<file path="config.mk">
export PLATFORM = sky130hd
export DESIGN_NAME = sha1_stream_hasher
export DESIGN_NICKNAME = d
export VERILOG_FILES = /design/src/sha1_pkg.sv /design/src/sha1_front.sv /design/src/sha1_core.sv /design/src/sha1_back.sv /design/src/sha1_stream_hasher.sv
export SDC_FILE = /design/constraint.sdc
export NUM_CORES = 2
export LEC_CHECK = 0
export ABC_CLOCK_PERIOD_IN_PS = 28900
export BUFFER_PORTS_ARGS = -buffer_cell sky130_fd_sc_hd__buf_2
export CAP_MARGIN = 20
export CORE_MARGIN = 1.5
export CORE_UTILIZATION = 50
export CTS_CLUSTER_DIAMETER = 40
export CTS_CLUSTER_SIZE = 10
export DETAILED_ROUTE_END_ITERATION = 10
export PLACE_DENSITY = 0.65
export SLEW_MARGIN = 25
export SYNTH_ARGS = -nofsm -noshare
export SYNTH_HDL_FRONTEND = slang
export SYNTH_HIERARCHICAL = 1
export SYNTH_SLANG_ARGS = --single-unit
</file>
<file path="constraint.sdc">
create_clock -name clk -period 28.9 [get_ports clk]
set_input_delay 1.445 -clock clk [delete_from_list [all_inputs] [get_ports clk]]
set_output_delay 1.445 -clock clk [all_outputs]
set_load 0.05 [all_outputs]
</file>
<file path="src/sha1_pkg.sv">
package sha1_pkg;

	// Input queue between the front and the back.
	localparam int unsigned QUEUE_DEPTH = 4;
	localparam int unsigned QPTR_W      = $clog2(QUEUE_DEPTH);
	localparam int unsigned QCNT_W      = $clog2(QUEUE_DEPTH + 1);

	// Kind codes carried on the input tuser.
	localparam logic KIND_DATA   = 1'b0;
	localparam logic KIND_FINISH = 1'b1;

	// Chaining value after reset, word 0 in the lowest bits.
	localparam logic [4:0][31:0] H_INIT = {
		32'hc3d2e1f0, 32'h10325476, 32'h98badcfe, 32'hefcdab89, 32'h67452301
	};

	// Round constants, one per group of twenty rounds.
	localparam logic [31:0] K_R0 = 32'h5a827999;
	localparam logic [31:0] K_R1 = 32'h6ed9eba1;
	localparam logic [31:0] K_R2 = 32'h8f1bbcdc;
	localparam logic [31:0] K_R3 = 32'hca62c1d6;

	localparam logic [6:0] LAST_ROUND = 7'd79;

	// Padding.
	localparam logic [7:0] PAD_BYTE    = 8'h80;
	localparam logic [5:0] PAD_LEN_POS = 6'd56;
	localparam logic [5:0] BLOCK_END   = 6'd63;

	// Digest words and output beat layout.
	localparam logic [2:0] LAST_WORD_NUM = 3'd4;
	localparam int unsigned OUT_TDATA_W  = 40;

	// One classified item in the queue.
	typedef struct packed {
		logic       finish;
		logic [7:0] data;
	} item_t;

	// Commands from the sequencer to the compression core.
	typedef struct packed {
		logic       absorb;
		logic [7:0] byte_val;
		logic       start;
		logic       reinit;
	} core_cmd_t;

	// Status from the compression core.
	typedef struct packed {
		logic busy;
		logic done;
	} core_stat_t;

endpackage

</file>
<file path="src/sha1_front.sv">
module sha1_front (
	input  logic                clk,
	input  logic                arst_n,
	input  logic                s_axis_tvalid,
	output logic                s_axis_tready,
	input  logic [7:0]          s_axis_tdata,   // data_byte
	input  logic                s_axis_tuser,   // kind
	output logic                item_valid,
	input  logic                item_ready,
	output sha1_pkg::item_t     item
);
	import sha1_pkg::*;

	item_t               mem_q [QUEUE_DEPTH];
	logic [QPTR_W-1:0]   wr_ptr_q;
	logic [QPTR_W-1:0]   rd_ptr_q;
	logic [QCNT_W-1:0]   count_q;
	logic                push;
	logic                pop;
	item_t               in_item;

	// Classify the beat; the data byte is dropped on a finish.
	always_comb begin
		in_item.finish = (s_axis_tuser == KIND_FINISH);
		in_item.data   = in_item.finish ? 8'h00 : s_axis_tdata;
	end

	assign s_axis_tready = (count_q != QCNT_W'(QUEUE_DEPTH));
	assign item_valid    = (count_q != '0);
	assign item          = mem_q[rd_ptr_q];
	assign push          = s_axis_tvalid && s_axis_tready;
	assign pop           = item_valid && item_ready;

	// Queue storage.
	always_ff @(posedge clk) begin
		if (push) begin
			mem_q[wr_ptr_q] <= in_item;
		end
	end

	// Queue pointers and fill count.
	always_ff @(posedge clk or negedge arst_n) begin
		if (!arst_n) begin
			wr_ptr_q <= '0;
			rd_ptr_q <= '0;
			count_q  <= '0;
		end else begin
			if (push) begin
				wr_ptr_q <= wr_ptr_q + 1'b1;
			end
			if (pop) begin
				rd_ptr_q <= rd_ptr_q + 1'b1;
			end
			case ({push, pop})
				2'b10:   count_q <= count_q + 1'b1;
				2'b01:   count_q <= count_q - 1'b1;
				default: count_q <= count_q;
			endcase
		end
	end

	// The fill count never passes the queue depth.
	assert property (@(posedge clk) disable iff (!arst_n)
		count_q <= QCNT_W'(QUEUE_DEPTH))
		else $error("input queue overfilled");

endmodule

</file>
<file path="src/sha1_core.sv">
module sha1_core (
	input  logic                    clk,
	input  logic                    arst_n,
	input  sha1_pkg::core_cmd_t     cmd,
	output sha1_pkg::core_stat_t    stat,
	output logic [4:0][31:0]        chain
);
	import sha1_pkg::*;

	logic [4:0][31:0]  chain_q;
	logic [15:0][31:0] w_q;
	logic [31:0]       a_q, b_q, c_q, d_q, e_q;
	logic [6:0]        round_q;
	logic              run_q;
	logic              fin_q;
	logic [31:0]       f_val;
	logic [31:0]       k_val;
	logic [31:0]       t_val;
	logic [31:0]       w_mix;

	assign chain     = chain_q;
	assign stat.busy = run_q || fin_q;
	assign stat.done = fin_q;

	// Round function and constant for the current round.
	always_comb begin
		if (round_q < 7'd20) begin
			f_val = (b_q & c_q) | (~b_q & d_q);
			k_val = K_R0;
		end else if (round_q < 7'd40) begin
			f_val = b_q ^ c_q ^ d_q;
			k_val = K_R1;
		end else if (round_q < 7'd60) begin
			f_val = (b_q & c_q) | (b_q & d_q) | (c_q & d_q);
			k_val = K_R2;
		end else begin
			f_val = b_q ^ c_q ^ d_q;
			k_val = K_R3;
		end
		t_val = {a_q[26:0], a_q[31:27]} + f_val + e_q + k_val + w_q[0];
		w_mix = w_q[13] ^ w_q[8] ^ w_q[2] ^ w_q[0];
	end

	// Message window: bytes shift in during intake, words shift during rounds.
	always_ff @(posedge clk) begin
		if (cmd.absorb) begin
			for (int i = 0; i < 15; i++) begin
				w_q[i] <= {w_q[i][23:0], w_q[i+1][31:24]};
			end
			w_q[15] <= {w_q[15][23:0], cmd.byte_val};
		end else if (run_q) begin
			for (int i = 0; i < 15; i++) begin
				w_q[i] <= w_q[i+1];
			end
			w_q[15] <= {w_mix[30:0], w_mix[31]};
		end
	end

	// Working variables.
	always_ff @(posedge clk) begin
		if (cmd.start) begin
			a_q <= chain_q[0];
			b_q <= chain_q[1];
			c_q <= chain_q[2];
			d_q <= chain_q[3];
			e_q <= chain_q[4];
		end else if (run_q) begin
			a_q <= t_val;
			b_q <= a_q;
			c_q <= {b_q[1:0], b_q[31:2]};
			d_q <= c_q;
			e_q <= d_q;
		end
	end

	// Round counter, final add and chaining words.
	always_ff @(posedge clk or negedge arst_n) begin
		if (!arst_n) begin
			chain_q <= H_INIT;
			round_q <= '0;
			run_q   <= 1'b0;
			fin_q   <= 1'b0;
		end else begin
			fin_q <= !cmd.start && run_q && (round_q == LAST_ROUND);
			if (cmd.start) begin
				round_q <= '0;
				run_q   <= 1'b1;
			end else if (run_q) begin
				round_q <= round_q + 1'b1;
				if (round_q == LAST_ROUND) begin
					run_q <= 1'b0;
				end
			end
			if (cmd.reinit) begin
				chain_q <= H_INIT;
			end else if (fin_q) begin
				chain_q[0] <= chain_q[0] + a_q;
				chain_q[1] <= chain_q[1] + b_q;
				chain_q[2] <= chain_q[2] + c_q;
				chain_q[3] <= chain_q[3] + d_q;
				chain_q[4] <= chain_q[4] + e_q;
			end
		end
	end

	// A block is started only when the core is free.
	assert property (@(posedge clk) disable iff (!arst_n)
		cmd.start |-> !run_q && !fin_q)
		else $error("compression started while busy");

	// No byte enters the window while rounds are running.
	assert property (@(posedge clk) disable iff (!arst_n)
		run_q |-> !cmd.absorb)
		else $error("byte absorbed during compression");

endmodule

</file>
<file path="src/sha1_back.sv">
module sha1_back (
	input  logic                            clk,
	input  logic                            arst_n,
	input  logic                            item_valid,
	output logic                            item_ready,
	input  sha1_pkg::item_t                 item,
	output sha1_pkg::core_cmd_t             cmd,
	input  sha1_pkg::core_stat_t            stat,
	input  logic [4:0][31:0]                chain,
	output logic                            m_axis_tvalid,
	input  logic                            m_axis_tready,
	output logic [sha1_pkg::OUT_TDATA_W-1:0] m_axis_tdata,  // digest_word, word_number
	output logic                            m_axis_tlast   // last_word
);
	import sha1_pkg::*;

	localparam logic [2:0] ST_TAKE  = 3'd0;
	localparam logic [2:0] ST_PAD   = 3'd1;
	localparam logic [2:0] ST_START = 3'd2;
	localparam logic [2:0] ST_WAIT  = 3'd3;
	localparam logic [2:0] ST_EMIT  = 3'd4;

	logic [2:0]  state_q;
	logic [60:0] cnt_q;
	logic [63:0] len_q;
	logic        pad_q;
	logic        sent80_q;
	logic        inlen_q;
	logic        pad_done_q;
	logic [2:0]  word_q;
	logic        out_valid_q;
	logic [31:0] out_word_q;
	logic [2:0]  out_num_q;
	logic        out_last_q;
	logic        len_now;
	logic [7:0]  pad_val;
	logic        out_load;

	assign item_ready    = (state_q == ST_TAKE);
	assign m_axis_tvalid = out_valid_q;
	assign m_axis_tdata  = {{(OUT_TDATA_W - 35){1'b0}}, out_num_q, out_word_q};
	assign m_axis_tlast  = out_last_q;
	assign out_load      = (state_q == ST_EMIT) && (!out_valid_q || m_axis_tready);

	// Next padding byte: the marker, zeros, then the bit count high byte first.
	always_comb begin
		len_now = inlen_q || (sent80_q && (cnt_q[5:0] == PAD_LEN_POS));
		if (!sent80_q) begin
			pad_val = PAD_BYTE;
		end else if (len_now) begin
			pad_val = len_q[63:56];
		end else begin
			pad_val = 8'h00;
		end
	end

	// Commands to the compression core.
	always_comb begin
		cmd.absorb   = 1'b0;
		cmd.byte_val = item.data;
		cmd.start    = 1'b0;
		cmd.reinit   = 1'b0;
		unique case (state_q)
			ST_TAKE: begin
				cmd.absorb = item_valid && !item.finish;
			end
			ST_PAD: begin
				cmd.absorb   = 1'b1;
				cmd.byte_val = pad_val;
			end
			ST_START: begin
				cmd.start = 1'b1;
			end
			ST_WAIT: begin
				cmd.start = 1'b0;
			end
			ST_EMIT: begin
				cmd.reinit = out_load && (word_q == LAST_WORD_NUM);
			end
			default: begin
				cmd.start = 1'b0;
			end
		endcase
	end

	// Sequencer: intake, padding, block starts and digest output.
	always_ff @(posedge clk or negedge arst_n) begin
		if (!arst_n) begin
			state_q    <= ST_TAKE;
			cnt_q      <= '0;
			pad_q      <= 1'b0;
			sent80_q   <= 1'b0;
			inlen_q    <= 1'b0;
			pad_done_q <= 1'b0;
			word_q     <= '0;
		end else begin
			unique case (state_q)
				ST_TAKE: begin
					if (item_valid) begin
						if (item.finish) begin
							pad_q    <= 1'b1;
							sent80_q <= 1'b0;
							inlen_q  <= 1'b0;
							state_q  <= ST_PAD;
						end else begin
							cnt_q <= cnt_q + 1'b1;
							if (cnt_q[5:0] == BLOCK_END) begin
								state_q <= ST_START;
							end
						end
					end
				end
				ST_PAD: begin
					sent80_q <= 1'b1;
					cnt_q    <= cnt_q + 1'b1;
					if (len_now) begin
						inlen_q <= 1'b1;
					end
					if (cnt_q[5:0] == BLOCK_END) begin
						state_q <= ST_START;
						if (len_now) begin
							pad_done_q <= 1'b1;
						end
					end
				end
				ST_START: begin
					state_q <= ST_WAIT;
				end
				ST_WAIT: begin
					if (stat.done) begin
						if (pad_done_q) begin
							state_q <= ST_EMIT;
						end else if (pad_q) begin
							state_q <= ST_PAD;
						end else begin
							state_q <= ST_TAKE;
						end
					end
				end
				ST_EMIT: begin
					if (out_load) begin
						if (word_q == LAST_WORD_NUM) begin
							word_q     <= '0;
							cnt_q      <= '0;
							pad_q      <= 1'b0;
							sent80_q   <= 1'b0;
							inlen_q    <= 1'b0;
							pad_done_q <= 1'b0;
							state_q    <= ST_TAKE;
						end else begin
							word_q <= word_q + 1'b1;
						end
					end
				end
				default: begin
					state_q <= ST_TAKE;
				end
			endcase
		end
	end

	// Bit count of the message, shifted out a byte at a time during padding.
	always_ff @(posedge clk) begin
		if (state_q == ST_TAKE && item_valid && item.finish) begin
			len_q <= {cnt_q, 3'b000};
		end else if (state_q == ST_PAD && len_now) begin
			len_q <= {len_q[55:0], 8'h00};
		end
	end

	// Output register valid flag.
	always_ff @(posedge clk or negedge arst_n) begin
		if (!arst_n) begin
			out_valid_q <= 1'b0;
		end else if (out_load) begin
			out_valid_q <= 1'b1;
		end else if (m_axis_tready) begin
			out_valid_q <= 1'b0;
		end
	end

	// Output register payload.
	always_ff @(posedge clk) begin
		if (out_load) begin
			out_word_q <= chain[word_q];
			out_num_q  <= word_q;
			out_last_q <= (word_q == LAST_WORD_NUM);
		end
	end

	// New items are taken only while the core is idle.
	assert property (@(posedge clk) disable iff (!arst_n)
		(state_q == ST_TAKE) |-> !stat.busy)
		else $error("item taken while compressing");

	// Digest words go out only after a block boundary.
	assert property (@(posedge clk) disable iff (!arst_n)
		(state_q == ST_EMIT) |-> (cnt_q[5:0] == 6'd0) && pad_done_q)
		else $error("digest emitted mid block");

	// The marked beat carries the final word number.
	assert property (@(posedge clk) disable iff (!arst_n)
		(out_valid_q && out_last_q) |-> (out_num_q == LAST_WORD_NUM))
		else $error("last beat with wrong word number");

endmodule

</file>
<file path="src/sha1_stream_hasher.sv">
// Channel   Dir  Beat fields (tdata low bit up | tuser | tlast)
// s_axis    in   data_byte[7:0]             | kind  | -
// m_axis    out  digest_word[31:0], word_number[34:32], zero pad | - | last_word
//
// The back end absorbs each data byte as it takes it; each full 64-byte block
// then goes through the start, 80 rounds of the single round unit and the final add.
// A finish beat leads to padding that fills one or two blocks, then five
// output beats. A four-entry queue keeps taking input while the back end works.
// Reset loads the initial chaining value and clears the count and queue.
// While m_axis_tready is low the back end waits on the output register; once
// the last word is loaded it goes back to taking data bytes.
module sha1_stream_hasher (
	input  logic        clk,
	input  logic        arst_n,
	input  logic        s_axis_tvalid,
	output logic        s_axis_tready,
	input  logic [7:0]  s_axis_tdata,   // data_byte
	input  logic        s_axis_tuser,   // kind
	output logic        m_axis_tvalid,
	input  logic        m_axis_tready,
	output logic [39:0] m_axis_tdata,   // digest_word, word_number, zero pad
	output logic        m_axis_tlast    // last_word
);
	import sha1_pkg::*;

	logic             item_valid;
	logic             item_ready;
	item_t            item;
	core_cmd_t        cmd;
	core_stat_t       stat;
	logic [4:0][31:0] chain;

	// Front: accepts and classifies beats into the queue.
	sha1_front u_front (
		.clk           (clk),
		.arst_n        (arst_n),
		.s_axis_tvalid (s_axis_tvalid),
		.s_axis_tready (s_axis_tready),
		.s_axis_tdata  (s_axis_tdata),
		.s_axis_tuser  (s_axis_tuser),
		.item_valid    (item_valid),
		.item_ready    (item_ready),
		.item          (item)
	);

	// Back: intake, padding and output sequencing.
	sha1_back u_back (
		.clk           (clk),
		.arst_n        (arst_n),
		.item_valid    (item_valid),
		.item_ready    (item_ready),
		.item          (item),
		.cmd           (cmd),
		.stat          (stat),
		.chain         (chain),
		.m_axis_tvalid (m_axis_tvalid),
		.m_axis_tready (m_axis_tready),
		.m_axis_tdata  (m_axis_tdata),
		.m_axis_tlast  (m_axis_tlast)
	);

	// Compression rounds and chaining value.
	sha1_core u_core (
		.clk    (clk),
		.arst_n (arst_n),
		.cmd    (cmd),
		.stat   (stat),
		.chain  (chain)
	);

endmodule
</file>
==> results.md <==
- Rows: 126
- Crit Path Category: reg -> reg
- CTS tree: yes
- Critical path required time: 29.45 ns
- Post-route setup TNS: 0 ns
- Total track usage: 0.244
- Fin. Hold Viols: 0
- Worst-Skew Late Latency: 0.80 ns
- Starting density of the core: 0.503
- Register area: 30,500 sq um
- Tcrit/Tclk final: 0.262
- Post-route ant nets: 0
- Vias per inst: 5.93
- Finished Layout Cells: 6,560
- Fill count: 9,549
- Global-route wire length before repair: 229,000 microns
- CP max stage cell: buf_4
- Cells after Synth: 4,823
- Outcome: completed
- Setup crit start kind: flop
- Reg power frac: 0.359
- DRC Markers: 0
- H-tree levels: 4
- Crit path cell chain: mux4_2 -> nor2b_1 -> o21ai_1 -> inv_8 -> buf_4 -> buf_4 -> buf_4 -> buf_4 -> buf_4 -> mux2_2
- Initial antenna violation count: 1
- Pre-antenna DRT Iters: 6
- Leak pwr: approximately 26 nW
- Multi-input gate area: about 27,000 sq um
- Fmax: approximately 0.13 GHz
- Total Wirelength: 148,000 microns
- Net Sw Frac: 0.345
- Pins Over Slew Limit: 0
- Vias in the first global route: 38,900
- Post-CTS Hold Buffers: 0
- Average size of a mapped cell: approximately 12 sq um
- CTS resizes: 0
- Peak supply drop: 83.6 uV
- RD Place Congestion: 0.939
- Net Switching: 2.69 mW
- Chip Width: 347 microns
- DP Wirelength: 100,000 microns
- Final core utilization: 0.568
- Placed cell count: 6,236
- Post-Syn Area: 59,300 sq um
- DIE HEIGHT: around 350 microns
- Via count: 38,900
- Core Region: 118,000 sq um
- Die area: 121,000 sq um
- Reg clk slew, reported paths: 0.06 ns
- Worst slew pin tran: 1.08 ns
- CTS sink cnt: 1,053
- Clk_skew: ~0.048 ns
- CTS Buffer Depth: 3
- Final-stage net count: between 5,000 and 6,000
- Worst setup EP type: flop
- Unrepaired setup endpoints after global routing: false
- Post-place setup slack: 21.36 ns
- Final Power: 7.80 mW
- P&R area growth vs syn: 12.9%
- Critical Path Max Stage Delay: 0.93 ns
- Cell Int Power: 5.11 mW
- Tmin final: 7.58 ns
- Synthesis Warnings: 6
- # Post-CTS Setup Buffers: 0
- Power per cell area: 116 nW/um^2
- Routed len/inst: 22.5 microns
- CP Max Fanout: 97
- Max Cap Violations: 0
- CP dominant cell by count: buf_4
- Grt total ovfl: 0
- WP data arrival: a little over 8 ns
- Combinational power share: 0.377
- Io pins: 56
- Largest net degree at the start of global routing: 195
- Input/output buffers: 50
- Final worst setup slack: 21.32 ns
- Num CTS Buffers: 172
- Slew headroom: 0.283
- Share of cells above drive strength 1: 0.231
- Final setup viols: 0
- Root Buffer: clkbuf_16
- Clock power frac: 0.265
- Worst hold path class: reg -> reg
- Initial DRC count: 3,258
-- per-stage QoR --
stage / instance area (sq um) / hold WS [ns]
2_1_floorplan: 59300 / 0.420
3_3_place_gp: 61000 / 0.489
3_5_place_dp: 61000 / 0.516
4_1_cts: 66900 / 0.525
5_1_grt: 67000 / 0.545
6_report: 67000 / 0.524
-- final timing paths --
kind | start | end | slack [ns] | cells past startpoint
min in group asynchronous | arst_n | u_core/chain[96] | 0.60 | 1
max | u_front/rd_ptr_q[0] | u_core/w_q[31] | 21.32 | 10
max in group asynchronous | arst_n | u_core/chain[157] | 26.05 | 3
min reg2reg | u_core/w_q[493] | u_core/w_q[501] | 0.52 | 2
max reg2reg | u_front/rd_ptr_q[0] | u_core/w_q[31] | 21.32 | 10
min | u_core/w_q[493] | u_core/w_q[501] | 0.52 | 2
-- area by class of cell --
| type | count | area share |
|---|---|---|
| Sequential cell | 1053 | 0.455 |
| Clock buffer | 229 | 0.0699 |
| Clock inverter | 93 | 0.0180 |
| Timing Repair Buffer | 91 | 0.00959 |
| Inverter | 261 | 0.0149 |
| Tap cell | 1536 | 0.0287 |
| Multi-Input combinational cell | 3296 | 0.404 |
| Antenna cell | 1 | 0.0000374 |
-- power by group through the flow --
stage	Clock (mW)	Sequential [mW]	Combinational, mW
after floorplan	0	2.73	2.29
after global placement	0	2.82	2.87
after detailed placement	0	2.82	2.90
after CTS	2.11	2.80	2.93
after global routing	2.17	2.86	3.25
final	2.06	2.80	2.94
-- cells in the final DEF, fill, tap and decap left out, types with 19 or more instances in the layout --
cell and instances:
o21bai_1 29, nor3_1 39, nand4_1 29, mux2i_1 143, dfstp_2 80, clkinv_2 20
buf_4 35, dfrtp_1 165, o31ai_1 43, and3_1 22, inv_1 253, clkbuf_16 173
o21a_1 24, edfxtp_1 805, xnor2_1 206, ha_1 203, a211oi_1 38, fa_1 126
or4_1 27, a21oi_1 255, o22ai_1 42, nor2_1 275, nor2b_1 28, a21o_1 62
or3_1 25, clkbuf_1 42, mux2_2 646, o21ai_0 242, a221o_1 19, a31oi_1 24
nand2_1 295, nand3_1 69, o211ai_1 32, and2_1 21, buf_2 49, xor2_1 63
-- critical path: cells and delay by family (launching register included) --
family,cells,cell delay [ns]
and+or+nand+nor,1,0.18
buffers and inverters,6,4.79
AOI/OAI and AO/OA,1,0.30
DFF,1,0.74
muxes,2,1.07
-- per-layer routing --
layer  part of all wire  up-vias  global-route usage
met5                  0        -                   0
li1                   -    18000                   -
met3              0.054      282              0.0377
met4              0.037        0              0.0997
met1               0.45    19500               0.341
met2               0.46     1151               0.382
-- sequential cells by signal, indices dropped and copies added (netlist names), 7 cells and up --
| name | count |
|---|---|
| u_back/cnt_q | 61 |
| u_back/len_q | 61 |
| u_back/out_word_q | 32 |
| u_core/a_q | 32 |
| u_core/b_q | 32 |
| u_core/c_q | 32 |
| u_core/chain | 160 |
| u_core/d_q | 32 |
| u_core/e_q | 32 |
| u_core/round_q | 7 |
| u_core/w_q | 512 |
| u_front/mem_q | 36 |
Note: power is estimated with default switching activity, not from simulation.
